File: src/rtl/rbmf_pkg.sv
`timescale 1ns / 1ps
// ----------------------------------------------------------------------------
// rbmf_pkg
// shared register codes, field widths and the lane control bundle
// ----------------------------------------------------------------------------
package rbmf_pkg;

  // configuration register indexes
  localparam logic [1:0] REG_RADIUS = 2'd0;
  localparam logic [1:0] REG_WIDTH  = 2'd1;
  localparam logic [1:0] REG_HEIGHT = 2'd2;

  // register field widths
  localparam int RADIUS_BITS = 2;
  localparam int WIDTH_BITS  = 11;
  localparam int HEIGHT_BITS = 13;

  // width of one output sample
  localparam int OUT_BITS = 8;

  // control from the sequencer to every channel lane
  typedef struct packed {
    logic clear;      // zero the accumulator
    logic add;        // add the sample read from the row store
    logic div_start;  // start dividing the sum by the window area
  } lane_ctrl_t;

endpackage

File: src/rtl/rbmf_lane.sv
`timescale 1ns / 1ps
// ----------------------------------------------------------------------------
// rbmf_lane
// one color channel: window sum accumulator and a restoring divider
// ----------------------------------------------------------------------------
module rbmf_lane #(
  parameter int SAMPLE_BITS = 8,
  parameter int MAX_RADIUS  = 3
) (
  input  logic                   clk_i,
  input  logic                   rst_ni,
  input  rbmf_pkg::lane_ctrl_t   ctrl_i,
  input  logic [SAMPLE_BITS-1:0] sample_i,
  input  logic [$clog2((2*MAX_RADIUS+1)*(2*MAX_RADIUS+1)+1)-1:0] area_i,
  output logic [rbmf_pkg::OUT_BITS-1:0] mean_o,
  output logic                   done_o
);

  localparam int AREA_MAX = (2*MAX_RADIUS+1)*(2*MAX_RADIUS+1);
  localparam int AREA_W   = $clog2(AREA_MAX+1);
  localparam int SUM_W    = $clog2(AREA_MAX*((1 << SAMPLE_BITS) - 1) + 1);
  localparam int STEP_W   = $clog2(SUM_W+1);

  // accumulator doubles as the quotient shift register
  logic [SUM_W-1:0]  acc_q, acc_d;
  logic [AREA_W-1:0] rem_q, rem_d;
  logic [STEP_W-1:0] step_q, step_d;
  logic              busy_q, busy_d;
  logic              done_q, done_d;
  logic [AREA_W:0]   trial;

  always_comb begin
    acc_d  = acc_q;
    rem_d  = rem_q;
    step_d = step_q;
    busy_d = busy_q;
    done_d = done_q;
    trial  = {rem_q, acc_q[SUM_W-1]};
    if (ctrl_i.clear) begin
      acc_d  = '0;
      done_d = 1'b0;
    end else if (ctrl_i.add) begin
      acc_d = acc_q + SUM_W'(sample_i);
    end else if (ctrl_i.div_start) begin
      rem_d  = '0;
      step_d = STEP_W'(SUM_W);
      busy_d = 1'b1;
      done_d = 1'b0;
    end else if (busy_q) begin
      if (trial >= {1'b0, area_i}) begin
        rem_d = AREA_W'(trial - {1'b0, area_i});
        acc_d = {acc_q[SUM_W-2:0], 1'b1};
      end else begin
        rem_d = trial[AREA_W-1:0];
        acc_d = {acc_q[SUM_W-2:0], 1'b0};
      end
      step_d = step_q - STEP_W'(1);
      if (step_q == STEP_W'(1)) begin
        busy_d = 1'b0;
        done_d = 1'b1;
      end
    end
  end

  always_ff @(posedge clk_i or negedge rst_ni) begin
    if (!rst_ni) begin
      step_q <= '0;
      busy_q <= 1'b0;
      done_q <= 1'b0;
    end else begin
      step_q <= step_d;
      busy_q <= busy_d;
      done_q <= done_d;
    end
  end

  always_ff @(posedge clk_i) begin
    acc_q <= acc_d;
    rem_q <= rem_d;
  end

  assign mean_o = acc_q[rbmf_pkg::OUT_BITS-1:0];
  assign done_o = done_q;

endmodule

File: config.mk
export PLATFORM = sky130hd
export DESIGN_NAME = rbmf_lane
export DESIGN_NICKNAME = d
export VERILOG_FILES = /design/src/rtl/rbmf_pkg.sv /design/src/rtl/rbmf_lane.sv
export SDC_FILE = /design/constraint.sdc
export NUM_CORES = 1
export LEC_CHECK = 0
export ABC_AREA = 1
export BUFFER_PORTS_ARGS = -buffer_cell sky130_fd_sc_hd__buf_2
export CORE_UTILIZATION = 60
export CTS_CLUSTER_DIAMETER = 200
export DETAILED_ROUTE_END_ITERATION = 8
export HOLD_SLACK_MARGIN = 0.12
export PLACE_DENSITY_LB_ADDON = 0.05
export SYNTH_ARGS = -nofsm -noshare
export SYNTH_HDL_FRONTEND = slang
export SYNTH_SLANG_ARGS = --single-unit
export TNS_END_PERCENT = 50
File: constraint.sdc
create_clock -name clk_i -period 3.4 [get_ports clk_i]
set_input_delay 0.68 -clock clk_i [delete_from_list [all_inputs] [get_ports clk_i]]
set_output_delay 0.68 -clock clk_i [all_outputs]
set_load 0.005 [all_outputs]
==> results of run 1 <==
[registers in the layout, summed over array words and instances (netlist names)]
register,flops
rem_q,6
step_q,4
done_o,1
busy_q,1
acc_q,14
[logic make-up (layout without fill, tap and decap cells)]
family,after synthesis,after routing
buffers and inverters,59,75
AO/OA/AOI/OAI,35,35
adder cells (fa/ha/maj),18,18
flip-flops,26,26
AND/OR/NAND/NOR,168,168
XOR/XNOR,8,8
[cells in the final DEF (no fill, tap or decap), types with 2 or more instances in the layout]
master    Yosys  layout
xnor2_1       2       2
nand3_1      25      25
clkbuf_4      0       3
nand2_2       8       8
o211ai_1      3       3
edfxtp_1      6       6
o21ai_0      10      10
xor2_1        6       6
a21oi_1      15      15
dfrtp_1       6       6
nand2_1      91      91
inv_1        40      40
dfxtp_1      14      14
a21oi_2       2       2
clkinv_1      1       2
inv_2         3       3
buf_2         3      27
nor3_1        3       3
ha_1         16      16
nor2_1       32      32
fa_1          2       2
[metal layers]
layer,routed length [um],vias to the layer above
met3,222,6
li1,-,1026
met4,47,0
met5,0,-
met2,1910,44
met1,2060,843
[critical path, delay by kind of cell]
kind	cells	cell delay (ns)
AO/OA/AOI/OAI	1	0.14
buffers and inverters	2	0.10
AND/OR/NAND/NOR	7	0.75
adder cells (fa/ha/maj)	1	0.35
[through the flow]
stage | hold WS (ns) | cells | area, um2 | utilization (%) | setup WS [ns]
finish | 0.114 | 376 | 2240 | 66.6 | 1.49
global route | 0.126 | 376 | 2240 | 66.6 | 1.32
CTS | 0.126 | 376 | 2240 | 66.6 | 1.50
detailed placement | 0.470 | 372 | 2210 | 65.8 | 1.11
global placement | 0.468 | 372 | 2210 | 65.8 | 1.17
floorplan | 0.384 | 314 | 2120 | - | 1.36
[power by group through the flow]
| stage | sequential [mW] | combinational, mW | clock [mW] |
|---|---|---|---|
| after floorplan | 0.398 | 0.274 | 0 |
| after global placement | 0.407 | 0.317 | 0 |
| after detailed placement | 0.408 | 0.323 | 0 |
| after CTS | 0.402 | 0.324 | 0.152 |
| after global routing | 0.409 | 0.377 | 0.158 |
| final | 0.402 | 0.323 | 0.149 |
[cell type report]
type / count / area share, %
multi-input cells: 229 / 55.6
flip-flops and latches: 26 / 27.3
repair buffers: 27 / 6.03
well taps: 46 / 2.57
clock inverters: 1 / 0.168
clock buffers: 3 / 1.01
inverters: 44 / 7.37
[final timing paths]
kind | start | endpoint | slack (ns) | depth (start not counted)
min reg2reg | acc_q[0]$_SDFFE_PP0P_ | acc_q[1]$_SDFFE_PP0P_ | 0.50 | 2
min | rst_ni | busy_q$_DFFE_PN0P_ | 0.11 | 1
max | area_i[2] | rem_q[2]$_SDFFCE_PP0P_ | 1.49 | 11
max reg2reg | rem_q[1]$_SDFFCE_PP0P_ | rem_q[2]$_SDFFCE_PP0P_ | 1.51 | 9
max in group asynchronous | rst_ni | step_q[3]$_DFFE_PN0P_ | 3.13 | 1
min in group clk_i | acc_q[0]$_SDFFE_PP0P_ | acc_q[1]$_SDFFE_PP0P_ | 0.50 | 2
==> flow_summary_export.csv, run 1 <==
group,metric,value,unit
synth,yosysSeqAreaShare,28.8,%
timing,fin_setup_tns,0,ns
synth,synthFlopType,"dfxtp_1",
timing,fin_crit_sh,56.1,%
cts,cts.sinks,26,
cts,clk_path_buf_depth,2,
routing,via_per_inst,5.10,
global_route,antenna_found_initial,0,
timing,setup_viol,0,
worst_hold_path,hold_path_class,"input pin to async pin",
global_route,grtUsageMet3,4.83,%
floorplanning,die-area,3780,um2
timing,drv_slew,0,
setup_path,critical_path.max_fanout,11,
routing,drtAntennaViolNets,0,
timing,timing.fmax,524,MHz
status,outcome,"finished, final reports clean",
synth,syn_area,2120,um2
place,routabilityCongestion,0.797,
synth,syn_avg_cell_area,6.76,um2
synth,synthArstFlopShare,23.1,%
global_route,gr-total-overflow,0,
final_layout,syn_to_final_growth,5.54,%
final_layout,fill_cells,332,
cts,cts_setup_buffers,0,
cts,cts_root_buffer,"clkbuf_4",
synth,syn_nets,351,
timing,finClkSkew,0.0130,ns
pwr,power_density,390,nW/um2
cts,clock_latency,0.35,ns
cts,cts.hold.buffers_added,0,
final_layout,antenna_cells,0,
timing,fin_crit,1.91,ns
setup_path,arrival,2.03,ns
floorplanning,core_area,3360,um2
pwr,p_leak,1.19,nW
routing,first_pass_iters,4,
setup_path,crit_chain,"buf_2 -> inv_1 -> ha_1 -> a21oi_2 -> nand2_1 -> nand2_1 -> nand3b_2 -> nand2_2 -> nand3_2 -> nor2_1 -> nor2_1",
synth,synth_area_leaders,"nand2_1 16%, dfxtp_1 13%, ha_1 9.4%",
synth,synth-edff-count,6,
routing,drtIter0Drc,90,
floorplanning,ioPinCount,28,
final_layout,drive_gt1_share,14.5,%
setup_path,path_class,"input pin to flop",
global_route,busiest_layer,"met2",
synth,synth-simple-area-share,34.7,%
global_route,grt_pass1_wl,6930,um
synth,synth_compound_area_share,9.38,%
synth,synth-xor-area-share,3.30,%
global_route,grt_start_max_net_pins,21,
synth,yosys.area.top_type,"nand2_1",
place,dp_hpwl,3250,um
cts,htree_levels,1,
flow_run,cap_violations,0,
setup_path,crit_required,3.52,ns
synth,synth_warnings,0,
final_layout,multi_input_area,1240,um2
global_route,grtUsageMet1,33.9,%
synth,synth_seq_cells,26,
global_route,grt_pass1_vias,1655,
synth,synth_most_common_cell,"nand2_1",
synth,synth_commonest_cells,"91 x nand2_1, 40 x inv_1, 32 x nor2_1",
floorplanning,start_util,63.1,%
setup_path,slowest_stage,"ha_1",
setup_path,start_kind,"input pin",
timing,hold_viol_final,0,
timing,grt_setup_unrepaired,"false",
place,port_buffers,27,
synth,synth_top_area_share,16.1,%
pwr,p_seq_share,46.0,%
pwr,power.internal,538,uW
synth,synthDistinctLibCells,37,
synth,synthAdderAreaFrac,11.3,%
synth,synth_top_family_by_area,"simple AND/OR/NAND/NOR gates",
pwr,pwr-share-comb,37.0,%
routing,drcViolationCount,0,
routing,wirelength,4240,um
pwr,max-vdd-ir-drop,0.235,mV
final_layout,register_area,611,um2
setup_path,max_stage_delay,0.35,ns
cts,cts.repair.resized,0,
cts,cts_buffers,3,
global_route,grt_usage,24.4,%
cts,cts_tree,"done",
synth,synthMuxAreaShare,0,%
final_layout,nets,368,
setup_path,end_kind,"flop",
routing,num_vias,1919,
floorplanning,die_y,61.5,um
pwr,p_clk_share,17.1,%
pwr,switching_share,38.5,%
cts,clkTransAtPathRegs,0.16,ns
routing,wire_per_inst,11.3,um
synth,syn_inst,314,
floorplanning,die_x,61.5,um
pwr,finalPower,874,uW
timing,relSlewSlack,71.7,%
pwr,power_switching,337,uW
timing,worst_pin_slew,0.423,ns
floorplanning,num_rows,21,
global_route,grt_use_met2,39.1,%
Note: power is estimated with default switching activity, not from simulation.
==> inputs of run 2 (changes only) <==
--- a/config.mk
+++ b/config.mk
@@ -7,7 +7,7 @@
 export LEC_CHECK = 0
 export ABC_AREA = 1
 export BUFFER_PORTS_ARGS = -buffer_cell sky130_fd_sc_hd__buf_2
-export CORE_UTILIZATION = 60
+export CORE_UTILIZATION = 58
 export CTS_CLUSTER_DIAMETER = 200
 export DETAILED_ROUTE_END_ITERATION = 8
 export HOLD_SLACK_MARGIN = 0.12
==> constraint.sdc (replaced) <==
create_clock -name clk_i -period 1.9 [get_ports clk_i]
set_input_delay 0.38 -clock clk_i [delete_from_list [all_inputs] [get_ports clk_i]]
set_output_delay 0.38 -clock clk_i [all_outputs]
set_load 0.005 [all_outputs]
==> run 2 against run 1 <==
Net effect:
- combinational power up 96%
- clock power grew 97%
- clock skew is 0.0023 ns higher
- count of clock-buffer cells in the layout is 1 higher
- via count rose by 2.0%
- first-iteration DRC count up 34%
- die area increased by 3.3%
- register-to-register slack lost 1.5 ns
- non-clock buffer count grew 8
- sequential share of layout area is 1.4 points lower
- worst hold slack gained 0.29 ns
- critical path type is now flop to flop
- largest cell class unchanged
==> flow_summary_export.csv, run 2 (synthesized netlist as in run 1, its figures left out) <==
group,metric,value,unit
global_route,antenna_found_initial,0,
setup_path,max_stage_delay,0.43,ns
pwr,max-vdd-ir-drop,0.388,mV
setup_path,critPathCapture,"rem_q[4]$_SDFFCE_PP0P_",
status,outcome,"finished, final reports clean",
floorplanning,die_y,62.5,um
setup_path,slowest_stage,"edfxtp_1",
setup_path,reg2reg_from,"rem_q[3]$_SDFFCE_PP0P_",
setup_path,arrival,2.06,ns
timing,relSlewSlack,73.4,%
final_layout,nets,377,
timing,timing.fmax,543,MHz
flow_run,cap_violations,0,
final_layout,mostFrequentLayoutCells,"91 x nand2_1, 40 x inv_1, 32 x nor2_1",
setup_path,path_common_cell,"nand2_1",
cts,clock_latency,0.34,ns
timing,fin_crit_sh,96.9,%
cts,htree_levels,1,
timing,worst_pin_slew,0.398,ns
routing,num_vias,1957,
final_layout,finalNonFillerCells,385,
global_route,grt_usage,23.7,%
final_layout,fill_cells,313,
setup_path,critical_path.max_fanout,5,
final_layout,largest_register_ffs,14,
timing,fin_crit,1.84,ns
setup_path,crit_chain,"ha_1 -> nand2_1 -> clkinv_1 -> nand2_1 -> nand3b_2 -> nand2_2 -> nand3_2 -> nand2_2 -> nand2_1 -> nor2_1",
cts,cts_root_buffer,"clkbuf_4",
timing,drv_slew,0,
final_layout,final_common_cell,"nand2_1",
cts,clk_path_buf_depth,2,
pwr,p_leak,1.24,nW
timing,setup_viol,0,
setup_path,end_kind,"flop",
final_layout,largest_registers,"acc_q x14, rem_q x6, step_q x4",
place,dp_hpwl,3340,um
timing,hold_viol_final,0,
pwr,pwr-share-comb,38.4,%
setup_path,path_class,"flop to flop",
cts,cts_tree,"done",
routing,via_per_inst,5.08,
cts,cts_setup_buffers,0,
floorplanning,die_x,62.5,um
pwr,power_density,694,nW/um2
routing,drcViolationCount,0,
pwr,power.internal,1.03,mW
final_layout,register_area,612,um2
pwr,p_seq_share,43.8,%
floorplanning,ioPinCount,28,
setup_path,cp-startpoint,"rem_q[3]$_SDFFCE_PP0P_",
cts,clkTransAtPathRegs,0.15,ns
cts,cts_buffers,3,
pwr,switching_share,37.3,%
final_layout,multi_input_area,1300,um2
floorplanning,core_area,3420,um2
global_route,grt_pass1_wl,7460,um
worst_hold_path,hold_path_class,"input pin to async pin",
floorplanning,num_rows,21,
timing,finClkSkew,0.0153,ns
routing,drtAntennaViolNets,0,
routing,drtIter0Drc,121,
place,port_buffers,27,
pwr,finalPower,1.64,mW
global_route,gr-total-overflow,0,
setup_path,r2r_setup_slack,0.06,ns
floorplanning,die-area,3900,um2
setup_path,start_kind,"flop",
pwr,power_switching,614,uW
final_layout,syn_to_final_growth,11.6,%
setup_path,r2r-end,"rem_q[4]$_SDFFCE_PP0P_",
setup_path,cp_num_cells,10,
place,post-place-cells,379,
global_route,grt_pass1_vias,1744,
setup_path,crit_required,2.11,ns
cts,cts.sinks,26,
routing,wirelength,4470,um
final_layout,regMostFlops,"acc_q",
place,routabilityCongestion,0.822,
routing,first_pass_iters,4,
final_layout,antenna_cells,0,
setup_path,critPathTopFamily,"simple AND/OR/NAND/NOR gates",
global_route,grt_start_max_net_pins,17,
pwr,p_clk_share,17.8,%
setup_path,crit_buf_inv,1,
routing,wire_per_inst,11.6,um
setup_path,reg2reg_depth,10,
final_layout,drive_gt1_share,18.6,%
floorplanning,start_util,62.1,%
==> run 2: layout make-up <==
cell class | count | share of cell area, %
Multi-Input combinational cell | 230 | 54.9
Sequential cell | 26 | 25.8
Timing Repair Buffer | 35 | 8.35
Inverter | 44 | 6.97
Tap cell | 46 | 2.43
Clock buffer | 4 | 1.53
==> run 2: metal layers <==
layer	share of wire, %	up-vias	global-route usage [%]
met5	0	-	0
met4	0.94	0	6.10
met3	3.7	5	4.20
met2	45	31	39.7
met1	51	876	31.4
li1	-	1045	-
==> run 2: worst min path at each step <==
stage / slack (ns) / endpoint / startpoint
after floorplan: 0.08 / busy_q$_DFFE_PN0P_ / rst_ni
after global placement: 0.21 / step_q[2]$_DFFE_PN0P_ / rst_ni
after detailed placement: 0.21 / step_q[0]$_DFFE_PN0P_ / rst_ni
after CTS: 0.37 / step_q[2]$_DFFE_PN0P_ / rst_ni
after global routing: 0.39 / step_q[2]$_DFFE_PN0P_ / rst_ni
final: 0.40 / step_q[2]$_DFFE_PN0P_ / rst_ni
==> run 2: power by group through the flow <==
stage          Combinational, mW  Sequential [mW]  Clock (mW)
2_1_floorplan              0.490            0.713           0
5_1_grt                    0.719            0.732       0.316
4_1_cts                    0.604            0.717       0.299
6_report                   0.632            0.720       0.293
3_5_place_dp               0.595            0.729           0
3_3_place_gp               0.581            0.728           0
==> run 2: per-stage QoR <==
stage | worst slack, ns | cell area [um2] | hold WS [ns] | setup TNS [ns] | util, %
2_1_floorplan | 0.157 | 2120 | 0.0844 | 0 | -
3_3_place_gp | -0.0142 | 2270 | 0.210 | -0.0745 | 66.3
3_5_place_dp | -0.0984 | 2270 | 0.211 | -0.465 | 66.3
4_1_cts | 0.0339 | 2320 | 0.365 | 0 | 67.9
5_1_grt | -0.00664 | 2370 | 0.393 | -0.0110 | 69.3
6_report | 0.0582 | 2370 | 0.400 | 0 | 69.3
==> run 2: what timing repair did <==
item	CTS	global route
endpoints found under the setup margin	1	7
cloned	0	1
hold buffers	1	0
endpoints found under the hold margin	6	0
gates resized for setup	2	6
